### src/elm_pkg.sv
// Shared constants, types and codes for the element-wise list merger.
package elm_pkg;

    localparam int MAX_LEN    = 64;
    localparam int ADDR_W     = (MAX_LEN > 1) ? $clog2(MAX_LEN) : 1;
    localparam int LEN_W      = $clog2(MAX_LEN + 1);
    localparam int VAL_W      = 32;
    localparam int FRAC_W     = 16;
    localparam int IP_W       = VAL_W - FRAC_W;
    localparam int SUM_W      = 37;
    localparam int ISUM_W     = 22;
    localparam int CNT_W      = 5;
    localparam int COUNT_FULL = 31;
    localparam int CMDQ_DEPTH = 2;

    localparam int CFG_IDX_W  = 2;
    localparam int CFG_DATA_W = 8;

    localparam logic [CFG_IDX_W-1:0] CFG_MERGE_ENABLE    = 2'd0;
    localparam logic [CFG_IDX_W-1:0] CFG_MERGE_MODE      = 2'd1;
    localparam logic [CFG_IDX_W-1:0] CFG_SIZE_CAP        = 2'd2;
    localparam logic [CFG_IDX_W-1:0] CFG_INTEGER_AVERAGE = 2'd3;

    localparam logic [2:0] MODE_APPEND  = 3'd0;
    localparam logic [2:0] MODE_HIGHEST = 3'd1;
    localparam logic [2:0] MODE_AVERAGE = 3'd4;

    typedef enum logic [1:0] {
        KIND_APPEND,
        KIND_HIGHEST,
        KIND_AVERAGE
    } merge_kind_t;

    typedef enum logic [2:0] {
        B_IDLE,
        B_FETCH,
        B_EVAL,
        B_DIVIDE,
        B_ROUND,
        B_SEND
    } back_state_t;

    // One per-index store entry; valid is false until the entry is written in this set
    typedef struct packed {
        logic                     valid;
        logic signed [VAL_W-1:0]  peak;
        logic signed [SUM_W-1:0]  sum;
        logic signed [ISUM_W-1:0] isum;
        logic [CNT_W-1:0]         cnt;
    } entry_t;

    typedef struct packed {
        logic              we;
        logic [ADDR_W-1:0] addr;
        entry_t            entry;
    } entry_wr_t;

    typedef struct packed {
        logic              we;
        logic [ADDR_W-1:0] addr;
        logic [VAL_W-1:0]  data;
    } cat_wr_t;

    // Drain command handed from front to back at end of set
    typedef struct packed {
        merge_kind_t      kind;
        logic [LEN_W-1:0] len;
        logic [LEN_W-1:0] cat_len;
        logic             ovf;
        logic             int_avg;
    } cmd_t;

endpackage

### src/elm_if.sv


interface elm_out_if;
    logic                             valid;
    logic                             ready;
    logic signed [elm_pkg::VAL_W-1:0] result_value;
    logic                             is_last;
    logic                             empty_result;
    logic                             overflow;

    modport source (output valid, result_value, is_last, empty_result, overflow,
                    input ready);
    modport sink   (input valid, result_value, is_last, empty_result, overflow,
                    output ready);
endinterface


### src/elm_div.sv
// Restoring divider, one quotient bit per cycle, small unsigned divisor.
module elm_div (
    input  logic                       clk,
    input  logic                       rst_n,
    input  logic                       start,
    input  logic [elm_pkg::SUM_W-1:0]  dividend,
    input  logic [elm_pkg::CNT_W-1:0]  divisor,
    output logic                       done,
    output logic [elm_pkg::SUM_W-1:0]  quotient,
    output logic [elm_pkg::CNT_W-1:0]  remainder
);

    localparam int STEP_W = $clog2(elm_pkg::SUM_W + 1);

    logic [elm_pkg::SUM_W-1:0] quot_reg;
    logic [elm_pkg::CNT_W-1:0] rem_reg;
    logic [elm_pkg::CNT_W-1:0] div_reg;
    logic [STEP_W-1:0]         steps_reg;
    logic                      done_reg;
    logic [elm_pkg::CNT_W:0]   shifted;
    logic                      ge;
    logic [elm_pkg::CNT_W:0]   diff;

    always_comb
    begin
        shifted = {rem_reg, quot_reg[elm_pkg::SUM_W-1]};
        ge      = shifted >= {1'b0, div_reg};
        diff    = shifted - {1'b0, div_reg};
    end

    assign done      = done_reg;
    assign quotient  = quot_reg;
    assign remainder = rem_reg;

    always_ff @(posedge clk)
    begin
        if (start)
        begin
            quot_reg <= dividend;
            rem_reg  <= '0;
            div_reg  <= divisor;
        end
        else if (steps_reg != '0)
        begin
            quot_reg <= {quot_reg[elm_pkg::SUM_W-2:0], ge};
            rem_reg  <= ge ? diff[elm_pkg::CNT_W-1:0] : shifted[elm_pkg::CNT_W-1:0];
        end
    end

    always_ff @(posedge clk or negedge rst_n)
    begin
        if (!rst_n)
        begin
            steps_reg <= '0;
            done_reg  <= 1'b0;
        end
        else
        begin
            done_reg <= !start && (steps_reg == STEP_W'(1));
            if (start)
            begin
                steps_reg <= STEP_W'(elm_pkg::SUM_W);
            end
            else if (steps_reg != '0)
            begin
                steps_reg <= steps_reg - 1'b1;
            end
        end
    end

endmodule

### src/elm_back.sv
// Drain engine: walks the stores after end of set and produces merged results.
module elm_back (
    input  logic                       clk,
    input  logic                       rst_n,
    elm_out_if.source                  results,
    input  logic                       cmd_empty,
    input  elm_pkg::cmd_t              cmd,
    output logic                       cmd_pop,
    output logic                       owns_store,
    output logic [elm_pkg::ADDR_W-1:0] rd_addr,
    input  elm_pkg::entry_t            rd_entry,
    input  logic [elm_pkg::VAL_W-1:0]  rd_cat,
    output logic                       drain_done
);

    localparam int LW = elm_pkg::LEN_W;
    localparam int SW = elm_pkg::SUM_W;
    localparam int VW = elm_pkg::VAL_W;

    elm_pkg::back_state_t      state_reg, state_next;
    elm_pkg::cmd_t             cmd_reg;
    logic [LW-1:0]             idx_reg;
    logic [VW-1:0]             value_reg;
    logic                      last_reg;
    logic                      empty_reg;
    logic                      ovf_reg;
    logic                      neg_reg;
    logic [elm_pkg::CNT_W-1:0] cnt_reg;

    logic                      div_start;
    logic                      div_done;
    logic [SW-1:0]             div_quot;
    logic [elm_pkg::CNT_W-1:0] div_rem;
    logic signed [SW-1:0]      src_val;
    logic [SW-1:0]             src_mag;
    logic                      is_last_idx;
    logic [VW-1:0]             eval_value;
    logic                      round_up;
    logic [SW-1:0]             q_rounded;
    logic [SW-1:0]             q_signed;
    logic [VW-1:0]             round_value;

    elm_div u_div (
        .clk       (clk),
        .rst_n     (rst_n),
        .start     (div_start),
        .dividend  (src_mag),
        .divisor   (rd_entry.cnt),
        .done      (div_done),
        .quotient  (div_quot),
        .remainder (div_rem)
    );

    // Datapath helpers
    always_comb
    begin
        src_val     = cmd_reg.int_avg ? SW'(rd_entry.isum) : rd_entry.sum;
        src_mag     = src_val[SW-1] ? SW'(-src_val) : SW'(src_val);
        is_last_idx = (idx_reg + 1'b1 == cmd_reg.len);

        case (cmd_reg.kind)
            elm_pkg::KIND_HIGHEST: eval_value = rd_entry.valid ? rd_entry.peak : '0;
            elm_pkg::KIND_APPEND:  eval_value = (idx_reg < cmd_reg.cat_len) ? rd_cat : '0;
            default:               eval_value = '0;
        endcase

        // fractional mean rounds half away from zero; integer mean truncates
        round_up    = {div_rem, 1'b0} >= {1'b0, cnt_reg};
        q_rounded   = cmd_reg.int_avg ? div_quot : div_quot + SW'(round_up);
        q_signed    = neg_reg ? (~q_rounded + 1'b1) : q_rounded;
        round_value = cmd_reg.int_avg ?
                      {q_signed[VW-elm_pkg::FRAC_W-1:0], {elm_pkg::FRAC_W{1'b0}}} :
                      q_signed[VW-1:0];
    end

    // Next state
    always_comb
    begin
        state_next = state_reg;
        case (state_reg)
            elm_pkg::B_IDLE:
                if (!cmd_empty)
                begin
                    state_next = (cmd.len == '0) ? elm_pkg::B_SEND : elm_pkg::B_FETCH;
                end
            elm_pkg::B_FETCH:
                state_next = elm_pkg::B_EVAL;
            elm_pkg::B_EVAL:
                if (cmd_reg.kind == elm_pkg::KIND_AVERAGE && rd_entry.valid)
                begin
                    state_next = elm_pkg::B_DIVIDE;
                end
                else
                begin
                    state_next = elm_pkg::B_SEND;
                end
            elm_pkg::B_DIVIDE:
                if (div_done)
                begin
                    state_next = elm_pkg::B_ROUND;
                end
            elm_pkg::B_ROUND:
                state_next = elm_pkg::B_SEND;
            elm_pkg::B_SEND:
                if (results.ready)
                begin
                    state_next = last_reg ? elm_pkg::B_IDLE : elm_pkg::B_FETCH;
                end
            default:
                state_next = elm_pkg::B_IDLE;
        endcase
    end

    // Outputs
    always_comb
    begin
        cmd_pop    = (state_reg == elm_pkg::B_IDLE) && !cmd_empty;
        owns_store = (state_reg != elm_pkg::B_IDLE);
        rd_addr    = idx_reg[elm_pkg::ADDR_W-1:0];
        div_start  = (state_reg == elm_pkg::B_EVAL) &&
                     (cmd_reg.kind == elm_pkg::KIND_AVERAGE) && rd_entry.valid;
        drain_done = (state_reg == elm_pkg::B_SEND) && results.ready && last_reg;

        results.valid        = (state_reg == elm_pkg::B_SEND);
        results.result_value = value_reg;
        results.is_last      = last_reg;
        results.empty_result = empty_reg;
        results.overflow     = ovf_reg;
    end

    always_ff @(posedge clk or negedge rst_n)
    begin
        if (!rst_n)
        begin
            state_reg <= elm_pkg::B_IDLE;
            idx_reg   <= '0;
        end
        else
        begin
            state_reg <= state_next;
            if (cmd_pop)
            begin
                idx_reg <= '0;
            end
            else if (state_reg == elm_pkg::B_SEND && results.ready)
            begin
                idx_reg <= idx_reg + 1'b1;
            end
        end
    end

    always_ff @(posedge clk)
    begin
        case (state_reg)
            elm_pkg::B_IDLE:
                if (!cmd_empty)
                begin
                    cmd_reg   <= cmd;
                    value_reg <= '0;
                    last_reg  <= 1'b1;
                    empty_reg <= (cmd.len == '0);
                    ovf_reg   <= cmd.ovf;
                end
            elm_pkg::B_EVAL:
            begin
                value_reg <= eval_value;
                last_reg  <= is_last_idx;
                empty_reg <= 1'b0;
                neg_reg   <= src_val[SW-1];
                cnt_reg   <= rd_entry.cnt;
            end
            elm_pkg::B_ROUND:
                value_reg <= round_value;
            default:
                ;
        endcase
    end

endmodule

### src/flat_wrapper.sv
// flat-port wrapper written by rule: the top's interface ports become plain ports
module elm_back_flat 
  (clk, rst_n, cmd_empty, cmd, cmd_pop, owns_store, rd_addr, rd_entry, rd_cat, drain_done, results_valid, results_result_value, results_is_last, results_empty_result, results_overflow, results_ready);
  elm_out_if results_i ();
  input  logic clk;
  input  logic rst_n;
  input  logic cmd_empty;
  input  elm_pkg::cmd_t cmd;
  output logic cmd_pop;
  output logic owns_store;
  output logic [elm_pkg::ADDR_W-1:0] rd_addr;
  input  elm_pkg::entry_t rd_entry;
  input  logic [elm_pkg::VAL_W-1:0] rd_cat;
  output logic drain_done;
  output wire logic [$bits(results_i.valid)-1:0] results_valid;
  output wire logic [$bits(results_i.result_value)-1:0] results_result_value;
  output wire logic [$bits(results_i.is_last)-1:0] results_is_last;
  output wire logic [$bits(results_i.empty_result)-1:0] results_empty_result;
  output wire logic [$bits(results_i.overflow)-1:0] results_overflow;
  input wire logic [$bits(results_i.ready)-1:0] results_ready;
  assign results_valid = results_i.valid;
  assign results_result_value = results_i.result_value;
  assign results_is_last = results_i.is_last;
  assign results_empty_result = results_i.empty_result;
  assign results_overflow = results_i.overflow;
  assign results_i.ready = results_ready;
  elm_back u_core (.clk(clk), .rst_n(rst_n), .results(results_i), .cmd_empty(cmd_empty), .cmd(cmd), .cmd_pop(cmd_pop), .owns_store(owns_store), .rd_addr(rd_addr), .rd_entry(rd_entry), .rd_cat(rd_cat), .drain_done(drain_done));
endmodule
### config.mk
export PLATFORM = sky130hd
export DESIGN_NAME = elm_back_flat
export DESIGN_NICKNAME = d
export VERILOG_FILES = /design/src/elm_pkg.sv /design/src/elm_if.sv /design/src/elm_div.sv /design/src/elm_back.sv /design/src/flat_wrapper.sv
export SDC_FILE = /design/constraint.sdc
export NUM_CORES = 1
export LEC_CHECK = 0
export BUFFER_PORTS_ARGS = -buffer_cell sky130_fd_sc_hd__buf_2
export CAP_MARGIN = 20
export CORE_MARGIN = 4
export CORE_UTILIZATION = 30
export DETAILED_ROUTE_END_ITERATION = 6
export PLACE_DENSITY = 0.52
export SYNTH_ARGS = -nofsm -noshare
export SYNTH_HDL_FRONTEND = slang
export SYNTH_SLANG_ARGS = --single-unit
### constraint.sdc
create_clock -name clk -period 7.8 [get_ports clk]
set_input_delay 1.56 -clock clk [delete_from_list [all_inputs] [get_ports clk]]
set_output_delay 1.56 -clock clk [all_outputs]
set_load 0.01 [all_outputs]
Word-level counts from Yosys, hierarchy flattened
Cells that the tools add are included.

cells by class
  magnitude comparators = 3
  equality and inequality tests = 12
  multiplexer cells = 28
  reductions and logical operators = 22
  bitwise logic cells = 2
  add/sub/neg operators = 6

operators with widths
  cell                     number
  $mux W32                 6
  $mux W37                 4
  $pmux W32 S3             1
  $pmux W32 S2             1
  $neg A37 Y37             1
  $add A32 B1 Y32          1
  $add A32 B1 Y32 const B  1
  $not A32 Y32             1
  $pmux W3 S6              1
  $mux W3                  5
  $mux W7                  2
  $ge A6 B5 Y1             2
  $mux W6                  2
  $add A7 B1 Y7 const B    1
  $eq A7 B7 Y1             1
  $logic_and A1 B1 Y1      7
  $logic_not A7 Y1         1
  $lt A7 B7 Y1             1
  $eq A3 B2 Y1 const B     2
  $eq A3 B3 Y1 const B     2
  $eq A6 B1 Y1 const B     1
  $reduce_and A2 Y1        3
  $reduce_bool A2 Y1       3
  $reduce_bool A3 Y1       2
  other kinds (16)         21

word-level totals
  input port bits = 151
  bits in registers = 122

Depth between registers and ports, before layout
Gate-level depths: netlist of run 1.

  word-level depth = 8
  mapped depth = 19

By module
Synthesis of run 1 repeated with hierarchy kept, for this count alone.

second synthesis, totals
  cells, all modules = 901
  area total of the unflattened synthesis = 8904.8 sq um

modules (own cells, without submodules)
  module    area each (sq um)  cells an instance  times used
  elm_back  6392.4             733                1
  elm_div   2512.4             168                1

Least setup slack after synthesis of run 1
OpenSTA, ideal clock, no wires.

  path kind = input to register
  start point = input port cmd_empty
  end point = register u_core.value_reg[0], in the netlist u_core.results.result_value[0], enable pin
  setup time = 468 ps
  required time = 7332 ps
  stages on the path = 3
  slack = 3271 ps
  data arrival time = 4061 ps
  path through = nand2b_1 nor2_1 nor3b_1

between the ends
  word-level cells in the longest chain between the ends = 2

RTL lines
  what                         RTL line           source
  start: declaration           flat_wrapper.sv:7  input logic cmd_empty;
  $ne A2 B2 Y1 (no line)       -
  $reduce_and A2 Y1 (no line)  -
  end signal: assignment       elm_back.sv:166    value_reg <= eval_value;
  end signal: assignment       elm_back.sv:173    value_reg <= round_value;
  end: declaration             elm_back.sv:23     logic [VW-1:0] value_reg;

Every way passes these cells.
A chain may end at the register's enable or synchronous reset.

Worst setup path in the final report of run 1
  start point = register u_core.cnt_reg[1] (netlist name)
  end point = register u_core.value_reg[18], in the netlist u_core.results.result_value[18], data pin

between the ends
  word-level cells in the longest chain between the ends = 8

RTL lines
  what                      RTL line         source
  start: declaration        elm_back.sv:28   logic [elm_pkg::CNT_W-1:0] cnt_reg;
  start signal: assignment  elm_back.sv:170  cnt_reg <= rd_entry.cnt;
  $ge A6 B5 Y1 *            elm_back.sv:68   round_up = {div_rem, 1'b0} >= {1'b0, cnt_reg};
  $add A32 B1 Y32 *         elm_back.sv:69   q_rounded = cmd_reg.int_avg ? div_quot : div_quot + SW'(round_up);
  $mux W32 *                elm_back.sv:69
  $not A32 Y32              elm_back.sv:70   q_signed = neg_reg ? (~q_rounded + 1'b1) : q_rounded;
  $add A32 B1 Y32           elm_back.sv:70
  $mux W32 *                elm_back.sv:70
  $mux W32 *                elm_back.sv:71   round_value = cmd_reg.int_avg ?
  $pmux W32 S3 *            elm_back.sv:154  case (state_reg)

Every way passes the cells marked *; elsewhere a longest branch is shown, timed or not.

==> results of run 1 <==
[worst min path at each step]
stage / end / slack, ns / cells past startpoint
floorplan: u_core.u_div.remainder[4] / 0.46 / 2
global placement: u_core.u_div.remainder[4] / 0.48 / 2
detailed placement: u_core.u_div.remainder[4] / 0.48 / 2
CTS: u_core.u_div.remainder[4] / 0.49 / 2
global route: u_core.u_div.remainder[4] / 0.50 / 2
finish: u_core.u_div.remainder[4] / 0.49 / 2
[worst reg2reg max path, cell delays in order (launching register included)]
cell,delay [ns]
edfxtp_1,0.35
inv_1,0.06
ha_1,0.21
nor2b_1,0.13
o21a_1,0.17
o21a_1,0.16
o21ai_0,0.18
nand2_1,0.14
ha_1,0.25
ha_1,0.21
and4b_1,0.31
xnor2_1,0.35
nand4_1,0.23
or3_4,0.41
or3_4,0.38
and3_1,0.18
or3_1,0.30
o2bb2ai_1,0.13
[per-layer routing]
layer  vias up  track usage  part of all wire
met5         -            0                 0
met4         0       0.0458             0.018
met3        22       0.0283             0.074
met2       329        0.229              0.41
li1       4209            -                 -
met1      3947        0.246              0.50
[power by group through the flow]
stage                     combinational, mW  sequential [mW]  clock [mW]
final                                  1.60             1.35       0.783
after global routing                   1.78             1.40       0.832
after CTS                              1.61             1.35       0.801
after detailed placement               1.60             1.36           0
after global placement                 1.59             1.36           0
after floorplan                        1.19             1.23           0
[final cells by class]
| cell class | count | area, um^2 |
|---|---|---|
| fill | 3216 | 19600 |
| multi-input combinational | 815 | 5410 |
| sequential | 122 | 3530 |
| timing repair buffer | 204 | 1050 |
| tap | 396 | 495 |
| clock buffer | 17 | 425 |
| inverter | 42 | 158 |
| clock inverter | 15 | 149 |
[cell families (layout without fill, tap and decap cells)]
logic type               count (synthesis)  in the layout
AO/OA/AOI/OAI                          262            262
XOR/XNOR                               101            101
adder cells (fa/ha/maj)                 23             23
buffers and inverters                  116            278
flip-flops                             122            122
multiplexers                            36             36
AND/OR/NAND/NOR                        393            393
[synth_stat cells, types with 4 or more instances]
cell type	number	area (um^2)
a211oi_1	17	128
a21o_1	5	37.5
a21oi_1	32	160
a22oi_1	25	188
a31oi_1	11	68.8
and2_1	21	131
and3_1	11	68.8
buf_1	6	22.5
buf_2	10	50.1
buf_4	7	52.6
clkbuf_1	44	165
clkbuf_2	4	20.0
dfrtp_1	17	425
dfxtp_1	5	100
edfxtp_1	100	3000
ha_1	22	275
inv_1	42	158
mux2i_1	32	320
nand2_1	110	413
nand2b_1	12	75.1
nand3_1	28	140
nand4_1	17	106
nand4b_1	5	43.8
nor2_1	72	270
nor2b_1	5	31.3
nor3_1	39	195
nor3b_1	5	37.5
nor4_1	15	93.8
o211ai_1	11	82.6
o21a_1	7	52.6
o21ai_0	69	345
o221ai_1	7	61.3
o22ai_1	15	93.8
o31ai_1	19	143
o41ai_1	5	43.8
or2_2	8	50.1
or3_1	13	81.3
or3b_2	4	35.0
or4_1	4	30.0
xnor2_1	56	490
xor2_1	45	394
[stage by stage]
stage	std cells	utilization	area (um^2)
floorplan	1053	-	9420
global placement	1578	0.345	10600
detailed placement	1578	0.345	10600
CTS	1610	0.363	11200
global route	1611	0.364	11200
finish	1611	0.364	11200
==> results.yml, run 1 <==
routing:
  drt_drc_violations_left: 0
  initial_drc_count: 670
  route.vias.total: 8507
  drt.antenna.violating_nets: 0
  dr.pass1.iters: 5
  drt-wirelength-per-cell_um: 17.6
  postRouteWirelength_mm: 28.3
  routed_via_density: 5.28
power_and_ir_drop:
  combPwrFrac: 0.428
  net-switching-power_mw: 1.62
  seq_power_share: 0.362
  power_density_nw_per_um2: 333
  p_int_mw: 2.12
  vdd_ir_drop_max_uv: 162
  power.static_leakage_nw: 4.53
  switching_share: 0.433
  clock_power_share: 0.210
  power.total_mw: 3.74
clock_network:
  cts.root.buffer_cell: "clkbuf_16"
  ctsHtreeMaxLevel: 4
  post_cts_hold_buffer_count: 0
  cts_max_path_buffers: 2
  tritoncts: "built"
  cts.sinks: 122
  clkLatencyLatePin_ns: 0.41
  tritoncts.num_buffers: 17
  postCtsSetupBuffers: 0
  clk_pin_slew_ns: 0.06
  cts_repair_resize_count: 0
sta:
  grt_setup_unrepaired: "false"
  finalWorstSetupSlack_ns: 3.37
  setup_viol_count_final: 0
  skew_ns: 0.00988
  fin_hold_ws_ns: 0.489
  relSlewSlack: 0.267
  final-hold-violation-count: 0
  setup_tns_ns: 0
  max_clock_freq_ghz: 0.226
  timing_max_transition_violations_final: 0
  layout_min_cycle_time_ns: 4.43
  fin_crit_sh: 0.568
  worst-slew-pin-transition_ns: 1.10
worst_setup_path:
  path_length_in_cells_of_the_critical_path: 17
  worst_r2r_startpoint: "u_core.cnt_reg[1]"
  critical_path.cell_chain: "inv_1 > ha_1 > nor2b_1 > o21a_1 > o21a_1 > o21ai_0 > nand2_1 > ha_1 > ha_1 > and4b_1 > xnor2_1 > nand4_1 > or3_4 > or3_4 > and3_1 > or3_1 > o2bb2ai_1"
  worstPathRequired_ns: 7.95
  worstPathBufferInverterCount: 1
  worstSetupEndpointType: "flip-flop"
  crit_end: "u_core.results.result_value[18]"
  count_of_cells_along_the_worst_register_to_register_path: 17
  critical_path.slowest_cell: "or3_4"
  path_class: "flip-flop to flip-flop"
  cpLargestDelayFamily: "simple AND/OR/NAND/NOR gates"
  startpoint_type: "flip-flop"
  worst-r2r-setup-slack_ns: 3.37
  startpoint: "u_core.cnt_reg[1]"
  path_common_cell: "ha_1"
  critical_path.max_fanout: 9
  cp.arrival_ns: 4.57
  critical_path.reg2reg.endpoint: "u_core.results.result_value[18]"
  cp_slowest_stage_delay_ns: 0.41
final_layout:
  most-common-layout-cells: "195 x buf_2, 110 x nand2_1, 100 x edfxtp_1"
  largest_register_ffs: 37
  antenna-diode-count: 0
  drive_above_1_share: 0.226
  area.growth.synth_to_final_pct: 19.0
  final_common_cell: "buf_2"
  nNetsFinal: 1376
global_route:
  globalRouteTotalUtil: 0.160
  grt_pass1_vias: 8061
  grt_antenna_before_repair: 0
  remaining_global_route_overflow: 0
  pin_count_of_the_biggest_net_entering_global_routing: 80
  first_pass_grt_wire_length_mm: 44.0
place:
  preCtsSetupSlack_ns: 3.32
  routabilityCongestion: 0.887
  dp_hpwl_mm: 22.1
  port-buffer-count: 195
die:
  die_height_um: 185
  core-area_um2: 30800
  die_area_um2: 34300
  placement_row_count: 64
  floorplan.initialDensity: 0.306
  die_w_um: 185
  io_pins: 196
synth:
  post_synth_mux_area_share: 0.0388
  synth_top_family_by_area: "simple AND/OR/NAND/NOR gates"
  syn_area_per_cell_um2: 8.95
  synth_adder_area_share: 0.0313
  complex_gate_fraction_of_the_synthesized_area: 0.187
  yosysSeqAreaShare: 0.374
  yosys_most_used_dff: "edfxtp_1"
  synth-simple-area-share: 0.221
  post_synth_xor_area_fraction: 0.0939
  post_synth_inst_count: 1053
  synthesis.nets: 1227
  synth-edff-count: 100
  synth.ff_latch_count: 122
  mappedNetlistArea_um2: 9420
  synthDistinctLibCells: 85
  yosys_warnings: 0
  fraction_of_registers_with_async_set_or_reset_after_synthesis: 0.139
outcome:
  run_status: "finished, final reports clean"
min_path:
  hold_path.startpoint: "u_core.u_div.remainder[4]"
  timing.hold.worst.class: "flip-flop to flip-flop"
flow_run:
  cap_viol_max_count: 0
(Power assumes the default switching activity.)
==> run 2, diff against run 1 <==
--- a/config.mk
+++ b/config.mk
@@ -5,6 +5,7 @@
 export SDC_FILE = /design/constraint.sdc
 export NUM_CORES = 1
 export LEC_CHECK = 0
+export ABC_AREA = 1
 export BUFFER_PORTS_ARGS = -buffer_cell sky130_fd_sc_hd__buf_2
 export CAP_MARGIN = 20
 export CORE_MARGIN = 4
==> constraint.sdc (replaced) <==
create_clock -name clk -period 4.1 [get_ports clk]
set_input_delay 0.82 -clock clk [delete_from_list [all_inputs] [get_ports clk]]
set_output_delay 0.82 -clock clk [all_outputs]
set_load 0.01 [all_outputs]
==> run 2 against run 1 <==
Effect of this change:
- cell count grew 22%
- synthesized area grew 3.4%
- clock skew shrank 0.0027 ns
- via count grew 6.1%
- routed wire length shrank 1.5%
- largest cell class unchanged
- combinational power grew 110%
- largest power group unchanged
- global-route usage shrank 0.39 points
==> results.yml, run 2 <==
worst_setup_path:
  worstPathRequired_ns: 4.28
  cp.arrival_ns: 3.90
  startpoint_type: "flip-flop"
  critical_path.max_fanout: 11
  path_class: "flip-flop to flip-flop"
  worstSetupEndpointType: "flip-flop"
synth:
  post_synth_inst_count: 1339
  fraction_of_registers_with_async_set_or_reset_after_synthesis: 0.139
  yosysSeqAreaShare: 0.362
  synth.ff_latch_count: 122
  netlist.area_leader.share: 0.308
  yosys_most_used_dff: "edfxtp_1"
  synthesis.nets: 1513
  syn_area_per_cell_um2: 7.28
  mappedNetlistArea_um2: 9740
  synthTopCellsByArea: "edfxtp_1 31%, nand2_1 14%, inv_1 6.4%"
  synth-edff-count: 100
  yosys_warnings: 0
  synthDistinctLibCells: 62
  yosysTopAreaCell: "edfxtp_1"
  yosys.cell_count.top_type: "nand2_1"
  post_synth_most_frequent_cells: "367 x nand2_1, 167 x inv_1, 110 x nand3_1"
sta:
  relSlewSlack: 0.406
  skew_ns: 0.00715
  worst-slew-pin-transition_ns: 0.889
  layout_min_cycle_time_ns: 3.72
  setup_viol_count_final: 0
  grt_setup_unrepaired: "false"
  max_clock_freq_ghz: 0.269
  setup_tns_ns: 0
  fin_crit_sh: 0.906
  timing_max_transition_violations_final: 0
  final-hold-violation-count: 0
die:
  io_pins: 196
  floorplan.initialDensity: 0.306
  placement_row_count: 65
  die_height_um: 188
  core-area_um2: 31800
  die_w_um: 188
  die_area_um2: 35400
routing:
  initial_drc_count: 499
  route.vias.total: 9023
  routed_via_density: 4.60
  drt.antenna.violating_nets: 0
  drt-wirelength-per-cell_um: 14.2
  dr.pass1.iters: 5
  postRouteWirelength_mm: 27.9
  drt_drc_violations_left: 0
power_and_ir_drop:
  power.static_leakage_nw: 5.55
  power_density_nw_per_um2: 633
  vdd_ir_drop_max_uv: 313
  power.total_mw: 7.43
place:
  dp_hpwl_mm: 22.2
  port-buffer-count: 195
  routabilityCongestion: 0.851
  placed_instance_area_um2: 11100
  dp_cells: 1929
final_layout:
  layout.filler_cells: 3391
  non_filler_cells_in_the_finished_layout: 1963
  multi_input_comb_area_um2: 5240
  design_area_um2: 11700
  final_common_cell: "nand2_1"
  area.growth.synth_to_final_pct: 20.4
  most-common-layout-cells: "366 x nand2_1, 195 x buf_2, 167 x inv_1"
  nNetsFinal: 1688
  largest_register_ffs: 37
  regArea_um2: 3530
  drive_above_1_share: 0.221
clock_network:
  clkLatencyLatePin_ns: 0.43
  postCtsSetupBuffers: 0
  cts_max_path_buffers: 2
  cts.root.buffer_cell: "clkbuf_16"
  post_cts_hold_buffer_count: 0
  cts_repair_resize_count: 0
  tritoncts.num_buffers: 17
  clk_pin_slew_ns: 0.06
  ctsHtreeMaxLevel: 4
  cts.sinks: 122
  tritoncts: "built"
global_route:
  pin_count_of_the_biggest_net_entering_global_routing: 57
  remaining_global_route_overflow: 0
  grt_pass1_vias: 8554
  grt_antenna_before_repair: 0
  globalRouteTotalUtil: 0.156
  first_pass_grt_wire_length_mm: 45.1
outcome:
  run_status: "finished, final reports clean"
flow_run:
  cap_viol_max_count: 0
min_path:
  timing.hold.worst.class: "primary input to asynchronous set/reset pin"
==> run 2: changes by cell type after synthesis, sizes merged, moves of 23 or more <==
cell and delta:
nor2 +54, xnor2 -38, nand3 +89, mux2i -30
nand2 +273, o21ai +41, nor3 -32, inv +146
o22ai +23, a22oi -25
==> run 2: final timing paths <==
| path | cells past startpoint | end | slack, ns | startpoint |
|---|---|---|---|---|
| hold / removal | 1 | u_core.u_div.steps_reg[1] | 0.32 | rst_n |
| setup reg to reg | 27 | u_core.results.result_value[30] | 0.38 | u_core.cnt_reg[1] |
| setup / recovery | 27 | u_core.results.result_value[30] | 0.38 | u_core.cnt_reg[1] |
| max in group asynchronous | 1 | u_core.state_reg[0] | 3.49 | rst_n |
| min in group clk | 2 | u_core.u_div.remainder[4] | 0.50 | u_core.u_div.remainder[4] |
| hold reg to reg | 2 | u_core.u_div.remainder[4] | 0.50 | u_core.u_div.remainder[4] |
==> run 2: metrics by stage <==
| stage | setup slack (ns) | utilization | hold slack [ns] |
|---|---|---|---|
| after detailed placement | 0.266 | 0.348 | 0.496 |
| final | 0.385 | 0.369 | 0.323 |
| after CTS | 0.246 | 0.368 | 0.318 |
| after global placement | 0.325 | 0.348 | 0.494 |
| after global routing | 0.0201 | 0.369 | 0.348 |
| after floorplan | 0.777 | - | 0.452 |
==> run 2: final cells by class <==
type                            count  share of cell area
Timing Repair Buffer              206              0.0920
Sequential cell                   122               0.301
Inverter                          188              0.0604
Multi-Input combinational cell    979               0.446
Clock buffer                       19              0.0369
Clock inverter                     13              0.0170
Tap cell                          435              0.0464
Antenna cell                        1            0.000213
==> run 2: layer usage <==
layer / up-vias / routed length [um] / GRT usage
li1: 4770 / - / -
met1: 3939 / 14200 / 0.229
met2: 281 / 11400 / 0.236
met4: 0 / 498 / 0.0469
met5: - / 0 / 0
met3: 33 / 1750 / 0.0274
==> run 2: critical path, stage by stage, from the launching register on <==
cell      delay [ns]
edfxtp_1        0.35
inv_1           0.06
ha_1            0.21
inv_1           0.05
nor2_1          0.04
o21a_1          0.17
o21a_1          0.17
o21ai_0         0.16
nand2_1         0.13
ha_1            0.24
ha_1            0.28
inv_1           0.05
nand2_1         0.05
nand2_2         0.11
ha_1            0.14
inv_1           0.05
nor2_1          0.14
nand3_1         0.12
nor2_2          0.14
nand2_2         0.09
nor2_4          0.14
nand2_2         0.09
nand2_4         0.13
nand3_1         0.09
nand2_1         0.06
nand3_1         0.07
nand2_1         0.09
nand2_1         0.05
==> run 2: where the power goes <==
group | total (mW) | leakage [nW] | switching (mW) | internal (mW)
clock network | 1.64 | 0.300 | 0.564 | 1.07
registers | 2.42 | 1.24 | 0.399 | 2.02
logic | 3.37 | 4.02 | 2.25 | 1.13
total | 7.43 | 5.55 | 3.21 | 4.21
==> run 2: logic make-up (layout without fill, tap and decap cells) <==
kind of cell / after synthesis / in the layout / synth area share
AO/OA/AOI/OAI: 209 / 209 / 0.129
XOR/XNOR: 51 / 51 / 0.0459
adder cells (fa/ha/maj): 23 / 23 / 0.0303
buffers and inverters: 238 / 426 / 0.102
flip-flops: 122 / 122 / 0.362
multiplexers: 2 / 2 / 0.00206
other: 0 / 1 / 0
AND/OR/NAND/NOR: 694 / 694 / 0.329
